===== config.mk =====
export PLATFORM = sky130hd
export DESIGN_NAME = sha256_hash_engine_unit
export DESIGN_NICKNAME = d
export VERILOG_FILES = /design/src/sha256_pkg.sv /design/src/sha256_sched.sv /design/src/sha256_round.sv /design/src/sha256_hash_engine_unit.sv
export VERILOG_INCLUDE_DIRS = /design/src /design/src/src
export SDC_FILE = /design/constraint.sdc
export NUM_CORES = 2
export LEC_CHECK = 0
export BUFFER_PORTS_ARGS = -buffer_cell sky130_fd_sc_hd__clkbuf_2
export CAP_MARGIN = 0
export CORE_ASPECT_RATIO = 1.75
export CORE_MARGIN = 2
export CORE_UTILIZATION = 49
export CTS_CLUSTER_DIAMETER = 60
export DETAILED_ROUTE_END_ITERATION = 7
export PLACE_DENSITY_LB_ADDON = 0.2
export SLEW_MARGIN = 5
export SYNTH_ARGS = -nofsm -noshare
export SYNTH_HDL_FRONTEND = slang
export SYNTH_SLANG_ARGS = --single-unit

===== constraint.sdc =====
create_clock -name clk -period 8.7 [get_ports clk]
set_input_delay 0.435 -clock clk [delete_from_list [all_inputs] [get_ports clk]]
set_output_delay 0.435 -clock clk [all_outputs]
set_load 0.005 [all_outputs]

===== src/assert_macros.svh =====
// Assertion macros shared by the SHA-256 engine RTL.
// Each macro clocks on clk and is disabled while arst_n is low.
`ifndef ASSERT_MACROS_SVH
`define ASSERT_MACROS_SVH

// Same-cycle implication.
`define ASSERT_IMP(lbl, ante, cons, msg) \
	lbl: assert property (@(posedge clk) disable iff (!arst_n) (ante) |-> (cons)) \
		else $error(msg);

// Next-cycle implication.
`define ASSERT_NXT(lbl, ante, cons, msg) \
	lbl: assert property (@(posedge clk) disable iff (!arst_n) (ante) |=> (cons)) \
		else $error(msg);

`endif


===== src/sha256_pkg.sv =====
// Types, constants and bit functions of the SHA-256 engine.
// No dependencies; imported by every module of the engine.
`default_nettype none

package sha256_pkg;

	localparam logic [7:0] PAD_BYTE = 8'h80;
	localparam logic [5:0] LAST_RND = 6'd63;
	localparam logic [2:0] LAST_WORD = 3'd7;

	localparam logic [31:0] ROUND_K [64] = '{
		32'h428a2f98, 32'h71374491, 32'hb5c0fbcf, 32'he9b5dba5,
		32'h3956c25b, 32'h59f111f1, 32'h923f82a4, 32'hab1c5ed5,
		32'hd807aa98, 32'h12835b01, 32'h243185be, 32'h550c7dc3,
		32'h72be5d74, 32'h80deb1fe, 32'h9bdc06a7, 32'hc19bf174,
		32'he49b69c1, 32'hefbe4786, 32'h0fc19dc6, 32'h240ca1cc,
		32'h2de92c6f, 32'h4a7484aa, 32'h5cb0a9dc, 32'h76f988da,
		32'h983e5152, 32'ha831c66d, 32'hb00327c8, 32'hbf597fc7,
		32'hc6e00bf3, 32'hd5a79147, 32'h06ca6351, 32'h14292967,
		32'h27b70a85, 32'h2e1b2138, 32'h4d2c6dfc, 32'h53380d13,
		32'h650a7354, 32'h766a0abb, 32'h81c2c92e, 32'h92722c85,
		32'ha2bfe8a1, 32'ha81a664b, 32'hc24b8b70, 32'hc76c51a3,
		32'hd192e819, 32'hd6990624, 32'hf40e3585, 32'h106aa070,
		32'h19a4c116, 32'h1e376c08, 32'h2748774c, 32'h34b0bcb5,
		32'h391c0cb3, 32'h4ed8aa4a, 32'h5b9cca4f, 32'h682e6ff3,
		32'h748f82ee, 32'h78a5636f, 32'h84c87814, 32'h8cc70208,
		32'h90befffa, 32'ha4506ceb, 32'hbef9a3f7, 32'hc67178f2
	};

	localparam logic [31:0] INIT_HASH [8] = '{
		32'h6a09e667, 32'hbb67ae85, 32'h3c6ef372, 32'ha54ff53a,
		32'h510e527f, 32'h9b05688c, 32'h1f83d9ab, 32'h5be0cd19
	};

	typedef enum logic [2:0] {
		ST_IDLE,
		ST_LOAD,
		ST_ROUND,
		ST_FOLD,
		ST_PAD,
		ST_LEN,
		ST_OUT
	} st_t;

	typedef struct packed {
		logic       wr_byte;
		logic       pad;
		logic       zero;
		logic       len;
		logic       shift;
		logic [5:0] pos;
		logic [7:0] data;
	} sched_ctl_t;

	typedef struct packed {
		logic init;
		logic load;
		logic step;
		logic fold;
	} rnd_ctl_t;

	function automatic logic [31:0] ssig0(input logic [31:0] x);
		return {x[6:0], x[31:7]} ^ {x[17:0], x[31:18]} ^ {3'b000, x[31:3]};
	endfunction

	function automatic logic [31:0] ssig1(input logic [31:0] x);
		return {x[16:0], x[31:17]} ^ {x[18:0], x[31:19]} ^ {10'b0, x[31:10]};
	endfunction

	function automatic logic [31:0] bsig0(input logic [31:0] x);
		return {x[1:0], x[31:2]} ^ {x[12:0], x[31:13]} ^ {x[21:0], x[31:22]};
	endfunction

	function automatic logic [31:0] bsig1(input logic [31:0] x);
		return {x[5:0], x[31:6]} ^ {x[10:0], x[31:11]} ^ {x[24:0], x[31:25]};
	endfunction

endpackage

`default_nettype wire


===== src/sha256_sched.sv =====
// Block buffer and message schedule window of the SHA-256 engine.
// Packs bytes, applies padding and length, and shifts out one schedule word per round.
// Depends on sha256_pkg.
`default_nettype none

module sha256_sched import sha256_pkg::*; (
	input  wire logic        clk,
	input  wire sched_ctl_t  ctl,
	input  wire logic [63:0] bit_len,
	output logic      [31:0] w
);

	logic [31:0] w_q [16];
	logic [31:0] w_d [16];
	logic [3:0]  idx;
	logic [4:0]  sh;
	logic [31:0] byte_w;
	logic [31:0] pad_w;
	logic [31:0] keep_m;
	logic [31:0] w_new;

	assign idx    = ctl.pos[5:2];
	assign sh     = {ctl.pos[1:0], 3'b000};
	assign byte_w = {ctl.data, 24'b0} >> sh;
	assign pad_w  = {PAD_BYTE, 24'b0} >> sh;
	assign keep_m = ~(32'hFFFF_FFFF >> sh);
	assign w_new  = ssig1(w_q[14]) + w_q[9] + ssig0(w_q[1]) + w_q[0];
	assign w      = w_q[0];

	always_comb begin
		w_d = w_q;
		if (ctl.shift) begin
			for (int i = 0; i < 15; i++) begin
				w_d[i] = w_q[i + 1];
			end
			w_d[15] = w_new;
		end else begin
			if (ctl.wr_byte) begin
				if (ctl.pos[1:0] == 2'b00) begin
					w_d[idx] = byte_w;
				end else begin
					w_d[idx] = w_q[idx] | byte_w;
				end
			end
			if (ctl.pad) begin
				for (int j = 0; j < 16; j++) begin
					if (4'(j) == idx) begin
						w_d[j] = (w_q[j] & keep_m) | pad_w;
					end else if (4'(j) > idx) begin
						w_d[j] = '0;
					end
				end
			end
			if (ctl.zero) begin
				for (int j = 0; j < 16; j++) begin
					w_d[j] = '0;
				end
			end
			if (ctl.len) begin
				w_d[14] = bit_len[63:32];
				w_d[15] = bit_len[31:0];
			end
		end
	end

	always_ff @(posedge clk) begin
		w_q <= w_d;
	end

endmodule

`default_nettype wire


===== src/sha256_round.sv =====
// Shared round unit and chaining hash of the SHA-256 engine.
// One compression round per step; fold adds the working words into the hash.
// Depends on sha256_pkg.
`default_nettype none

module sha256_round import sha256_pkg::*; (
	input  wire logic        clk,
	input  wire logic        arst_n,
	input  wire rnd_ctl_t    ctl,
	input  wire logic [5:0]  rnd,
	input  wire logic [31:0] w,
	input  wire logic [2:0]  rd_idx,
	output logic      [31:0] hash_word
);

	logic [31:0] v_q    [8];
	logic [31:0] hash_q [8];
	logic [31:0] t1;
	logic [31:0] t2;
	logic [31:0] ch;
	logic [31:0] maj;

	assign ch  = (v_q[4] & v_q[5]) ^ (~v_q[4] & v_q[6]);
	assign maj = (v_q[0] & v_q[1]) ^ (v_q[0] & v_q[2]) ^ (v_q[1] & v_q[2]);
	assign t1  = v_q[7] + bsig1(v_q[4]) + ch + ROUND_K[rnd] + w;
	assign t2  = bsig0(v_q[0]) + maj;
	assign hash_word = hash_q[rd_idx];

	always_ff @(posedge clk) begin
		if (ctl.load) begin
			v_q <= hash_q;
		end else if (ctl.step) begin
			v_q[7] <= v_q[6];
			v_q[6] <= v_q[5];
			v_q[5] <= v_q[4];
			v_q[4] <= v_q[3] + t1;
			v_q[3] <= v_q[2];
			v_q[2] <= v_q[1];
			v_q[1] <= v_q[0];
			v_q[0] <= t1 + t2;
		end
	end

	always_ff @(posedge clk or negedge arst_n) begin
		if (!arst_n) begin
			hash_q <= INIT_HASH;
		end else if (ctl.init) begin
			hash_q <= INIT_HASH;
		end else if (ctl.fold) begin
			for (int i = 0; i < 8; i++) begin
				hash_q[i] <= hash_q[i] + v_q[i];
			end
		end
	end

endmodule

`default_nettype wire


===== src/sha256_hash_engine_unit.sv =====
// SHA-256 hash engine over a byte stream: one input byte per cycle while idle,
// one shared round unit for the 64 compression rounds. The byte that completes a 64-byte
// block starts a load, 64 rounds and a fold, during which no input is taken. Closing a
// message compresses the pad block, and a second block when the length spills into it,
// then eight digest words are offered on the output, most significant first, before
// the next input byte is taken.
// Depends on sha256_pkg, sha256_sched, sha256_round and assert_macros.svh.
`default_nettype none
`include "assert_macros.svh"

module sha256_hash_engine_unit import sha256_pkg::*; (
	input  wire logic        clk,
	input  wire logic        arst_n,
	input  wire logic        s_axis_tvalid,
	output logic             s_axis_tready,
	input  wire logic [7:0]  s_axis_tdata,  // data_byte
	input  wire logic        s_axis_tuser,  // byte_present
	input  wire logic        s_axis_tlast,  // end_of_message
	output logic             m_axis_tvalid,
	input  wire logic        m_axis_tready,
	output logic      [31:0] m_axis_tdata,  // digest_word
	output logic      [2:0]  m_axis_tuser,  // word_index
	output logic             m_axis_tlast   // last_word
);

	st_t         state_q, state_d;
	st_t         after_q, after_d;
	logic [5:0]  rnd_q;
	logic [2:0]  oidx_q;
	logic [60:0] count_q;
	logic        count_inc;
	logic        count_clr;
	logic        rnd_inc;
	logic        oidx_inc;
	sched_ctl_t  sctl;
	rnd_ctl_t    rctl;
	logic [31:0] w;
	logic [31:0] hash_word;

	sha256_sched u_sched (
		.clk     (clk),
		.ctl     (sctl),
		.bit_len ({count_q, 3'b000}),
		.w       (w)
	);

	sha256_round u_round (
		.clk       (clk),
		.arst_n    (arst_n),
		.ctl       (rctl),
		.rnd       (rnd_q),
		.w         (w),
		.rd_idx    (oidx_q),
		.hash_word (hash_word)
	);

	assign m_axis_tdata = hash_word;
	assign m_axis_tuser = oidx_q;
	assign m_axis_tlast = (oidx_q == LAST_WORD);

	always_ff @(posedge clk or negedge arst_n) begin
		if (!arst_n) begin
			state_q <= ST_IDLE;
			after_q <= ST_IDLE;
			rnd_q   <= '0;
			oidx_q  <= '0;
			count_q <= '0;
		end else begin
			state_q <= state_d;
			after_q <= after_d;
			if (rnd_inc) begin
				rnd_q <= rnd_q + 6'd1;
			end
			if (oidx_inc) begin
				oidx_q <= oidx_q + 3'd1;
			end
			if (count_clr) begin
				count_q <= '0;
			end else if (count_inc) begin
				count_q <= count_q + 61'd1;
			end
		end
	end

	always_comb begin
		state_d       = state_q;
		after_d       = after_q;
		s_axis_tready = 1'b0;
		m_axis_tvalid = 1'b0;
		count_inc     = 1'b0;
		count_clr     = 1'b0;
		rnd_inc       = 1'b0;
		oidx_inc      = 1'b0;
		sctl          = '0;
		sctl.pos      = count_q[5:0];
		sctl.data     = s_axis_tdata;
		rctl          = '0;
		unique case (state_q)
			ST_IDLE: begin
				s_axis_tready = 1'b1;
				if (s_axis_tvalid) begin
					if (s_axis_tuser) begin
						sctl.wr_byte = 1'b1;
						count_inc    = 1'b1;
						if (count_q[5:0] == 6'h3F) begin
							state_d = ST_LOAD;
							after_d = s_axis_tlast ? ST_PAD : ST_IDLE;
						end else if (s_axis_tlast) begin
							state_d = ST_PAD;
						end
					end else if (s_axis_tlast) begin
						state_d = ST_PAD;
					end
				end
			end
			ST_LOAD: begin
				rctl.load = 1'b1;
				state_d   = ST_ROUND;
			end
			ST_ROUND: begin
				rctl.step  = 1'b1;
				sctl.shift = 1'b1;
				rnd_inc    = 1'b1;
				if (rnd_q == LAST_RND) begin
					state_d = ST_FOLD;
				end
			end
			ST_FOLD: begin
				rctl.fold = 1'b1;
				state_d   = after_q;
			end
			ST_PAD: begin
				sctl.pad = 1'b1;
				state_d  = ST_LOAD;
				if (count_q[5:3] == 3'b111) begin
					after_d = ST_LEN;
				end else begin
					sctl.len = 1'b1;
					after_d  = ST_OUT;
				end
			end
			ST_LEN: begin
				sctl.zero = 1'b1;
				sctl.len  = 1'b1;
				after_d   = ST_OUT;
				state_d   = ST_LOAD;
			end
			ST_OUT: begin
				m_axis_tvalid = 1'b1;
				if (m_axis_tready) begin
					oidx_inc = 1'b1;
					if (oidx_q == LAST_WORD) begin
						rctl.init = 1'b1;
						count_clr = 1'b1;
						after_d   = ST_IDLE;
						state_d   = ST_IDLE;
					end
				end
			end
			default: begin
				state_d = ST_IDLE;
			end
		endcase
	end

	`ASSERT_IMP(a_no_overlap, m_axis_tvalid, !s_axis_tready, "input taken during digest output")
	`ASSERT_NXT(a_round_end, (state_q == ST_ROUND) && (rnd_q == LAST_RND), state_q == ST_FOLD, "round count did not end in fold")
	`ASSERT_NXT(a_back_idle, m_axis_tvalid && m_axis_tready && m_axis_tlast, s_axis_tready && (count_q == 61'd0), "engine not idle after last digest word")
	`ASSERT_IMP(a_out_from_start, $rose(m_axis_tvalid), oidx_q == 3'd0, "digest output did not start at word zero")

endmodule

`default_nettype wire

==> results.json <==
{
  "drc": 0,
  "drv_slew": 4,
  "yosysTopAreaCellShare_pct": 11.9,
  "rr_worst_depth": 40,
  "placementRows": 197,
  "cts_buffers": 116,
  "yosys_warnings": 0,
  "synthFlopType": "dfxtp_1",
  "floorplan.core_area_sq_mm": 0.164,
  "io_pins": 52,
  "tightest_slew_ns": 1.51,
  "failed_checks": "max-capacitance violations, max-slew violations",
  "dieArea_sq_mm": 0.168,
  "relSlewSlack_pct": -1.89,
  "mostFrequentLayoutCells": "nand2_1, a21oi_1, o21ai_0",
  "criticalPathCategory": "flip-flop to flip-flop",
  "fin_crit_sh_pct": 97.0,
  "fin_skew_ns": 0.0550,
  "avgRoutedWirePerCell_um": 31.0,
  "syn-num-nets": 10100,
  "die_h_um": 541,
  "ys_seq_area_share_pct": 33.1,
  "slowest_stage": "mux4_2",
  "syn_avg_cell_area_sq_um": 8.47,
  "place_hpwl_mm": 275,
  "hold_path_class": "input port to flip-flop",
  "end_kind": "flip-flop",
  "cts_buffer_depth": 3,
  "final_nets": 10200,
  "port_buffers": 51,
  "cts_tree": "done",
  "max_stage_delay_ns": 0.53,
  "whs_path_depth": 3,
  "cts_max_level": 3,
  "cp_max_fo": 15,
  "place_congestion": 1.12,
  "hold_slack_ns": 0.0321,
  "crit_required_ns": 9.21,
  "vias": 76600,
  "mostFrequentLayoutCell": "nand2_1",
  "yosysUniqueCellTypes": 94,
  "synth_top_area_cell": "dfxtp_1",
  "start_kind": "flip-flop",
  "maxClockFrequency_ghz": 0.118,
  "synth-seq-cells": 1100,
  "grt-ovfl-total": 0,
  "final_hold_viol_count": 0,
  "insertion_delay_ns": 0.82,
  "syn_area_sq_mm": 0.0807,
  "cpMostUsedCell": "buf_4",
  "grt.total_usage_pct": 42.8,
  "worstPathArrival_ns": 8.95,
  "fin_crit_ns": 8.44,
  "synthToLayoutAreaGrowth_pct": 11.7,
  "tns_ns": 0,
  "ant_nets": 0,
  "cts-root-buf": "clkbuf_16",
  "grt_pass1_vias": 76200,
  "drt_wl_total_mm": 369,
  "synthArstFlopShare_pct": 30.2,
  "synthTopCellsByArea": "dfxtp_1, edfxtp_1, nand2_1",
  "clk_pin_slew_worst_paths_ns": 0.07,
  "synth_edf_count": 288,
  "die_w_um": 311,
  "drive_above_1_share_pct": 14.2,
  "syn-instance-count": 9533,
  "dr.pass1.iters": 6,
  "initial_core_util_pct": 49.2,
  "outcome": "finished, violations left",
  "setup_violations": 0,
  "drv_cap": 2,
  "cts.sinks": 1100,
  "viasPerCell": 6.44,
  "grt_pass1_wl_mm": 526,
  "drt_iter0_markers": 7491,
  "antenna_found_initial": 17,
  "grt_max_degree": 173
}
-- cell usage after synthesis (23+ instances only) --
cell type / instances
a211oi_1: 88
a21o_1: 178
a21oi_1: 1043
a22o_1: 29
a22oi_1: 76
a31oi_1: 68
and2_1: 23
and3_1: 54
buf_1: 61
buf_2: 27
clkbuf_1: 569
dfrtp_1: 196
dfstp_2: 136
dfxtp_1: 480
edfxtp_1: 288
fa_1: 195
ha_1: 398
inv_1: 327
mux2_2: 64
mux4_2: 232
nand2_1: 1448
nand2b_1: 77
nand3_1: 173
nand4_1: 30
nor2_1: 900
nor2b_1: 54
nor3_1: 139
o211ai_1: 50
o21a_1: 58
o21ai_0: 947
o21bai_1: 39
o221ai_1: 26
o22ai_1: 47
o31ai_1: 26
or3_1: 37
xnor2_1: 394
xor2_1: 226
-- metal layers --
| metal | global-route usage [%] | up-vias | share of wire, % |
|---|---|---|---|
| met5 | 0 | - | 0.013 |
| met2 | 73.4 | 3985 | 48 |
| met4 | 49.3 | 8 | 14 |
| met3 | 7.82 | 1697 | 6.9 |
| li1 | - | 33900 | - |
| met1 | 40.5 | 37100 | 30 |
-- registers in the layout (all words and copies together) (netlist names) --
register,cells
u_round.hash_q,256
u_round.v_q,256
m_axis_tuser,3
u_sched.w,32
state_q,3
u_sched.w_q,480
rnd_q,6
after_q,3
count_q,61
-- worst paths after layout --
check	from	endpoint	slack [ns]
min reg2reg	u_sched.w_q[298]	u_sched.w_q[330]	0.47
max in group asynchronous	arst_n	u_round.hash_q[102]	6.54
max	rnd_q[1]	u_round.v_q[255]	0.26
min in group asynchronous	arst_n	u_round.hash_q[255]	0.23
min	m_axis_tready	m_axis_tuser[0]	0.03
max reg2reg	rnd_q[1]	u_round.v_q[255]	0.26
-- area by class of cell --
type                    instances  area [sq um]
diodes                         12          30.0
clock buffers                 159          3250
clock inverters                61           697
fillers                     15200         74000
inverters                     335          1260
multi-input cells            7438         50800
flip-flops and latches       1100         26800
well taps                    2189          2740
repair buffers                612          4660
-- repair_timing --
action	CTS	global route
resized for setup	16	66
hold buffers	2	0
pin swaps	1	22
setup buffers	0	6
endpoints found under the hold margin	43	0
endpoints found under the setup margin	10	15
-- metrics by stage --
| stage | utilization, % | instances | cell area [sq um] | worst slack [ns] |
|---|---|---|---|---|
| after global routing | 54.9 | 11900 | 90100 | -0.0184 |
| final | 54.9 | 11900 | 90200 | 0.259 |
| after CTS | 54.7 | 11900 | 89800 | 0.0103 |
| after global placement | 52.2 | 11700 | 85700 | -0.645 |
| after detailed placement | 52.2 | 11700 | 85700 | -0.659 |
| after floorplan | - | 9533 | 80700 | 0.273 |
-- critical path: cells and delay by family (launching register included) --
kind            cells  cell delay (ns)
compound gates     13             2.01
buf+inv            11             1.43
simple gates        6             0.74
flops               1             0.39
fa+ha+maj           7             2.73
mux                 1             0.53
xor+xnor            2             0.29
-- cells by family after synthesis --
| logic type | synth area share (%) |
|---|---|
| compound gates | 20.8 |
| fa+ha+maj | 11.3 |
| flops | 33.1 |
| buf+inv | 4.69 |
| xor+xnor | 6.73 |
| simple gates | 15.8 |
| mux | 7.55 |
Power is not shown: default switching activity piles up to over one toggle a cycle in this logic, so the estimate is an artifact.
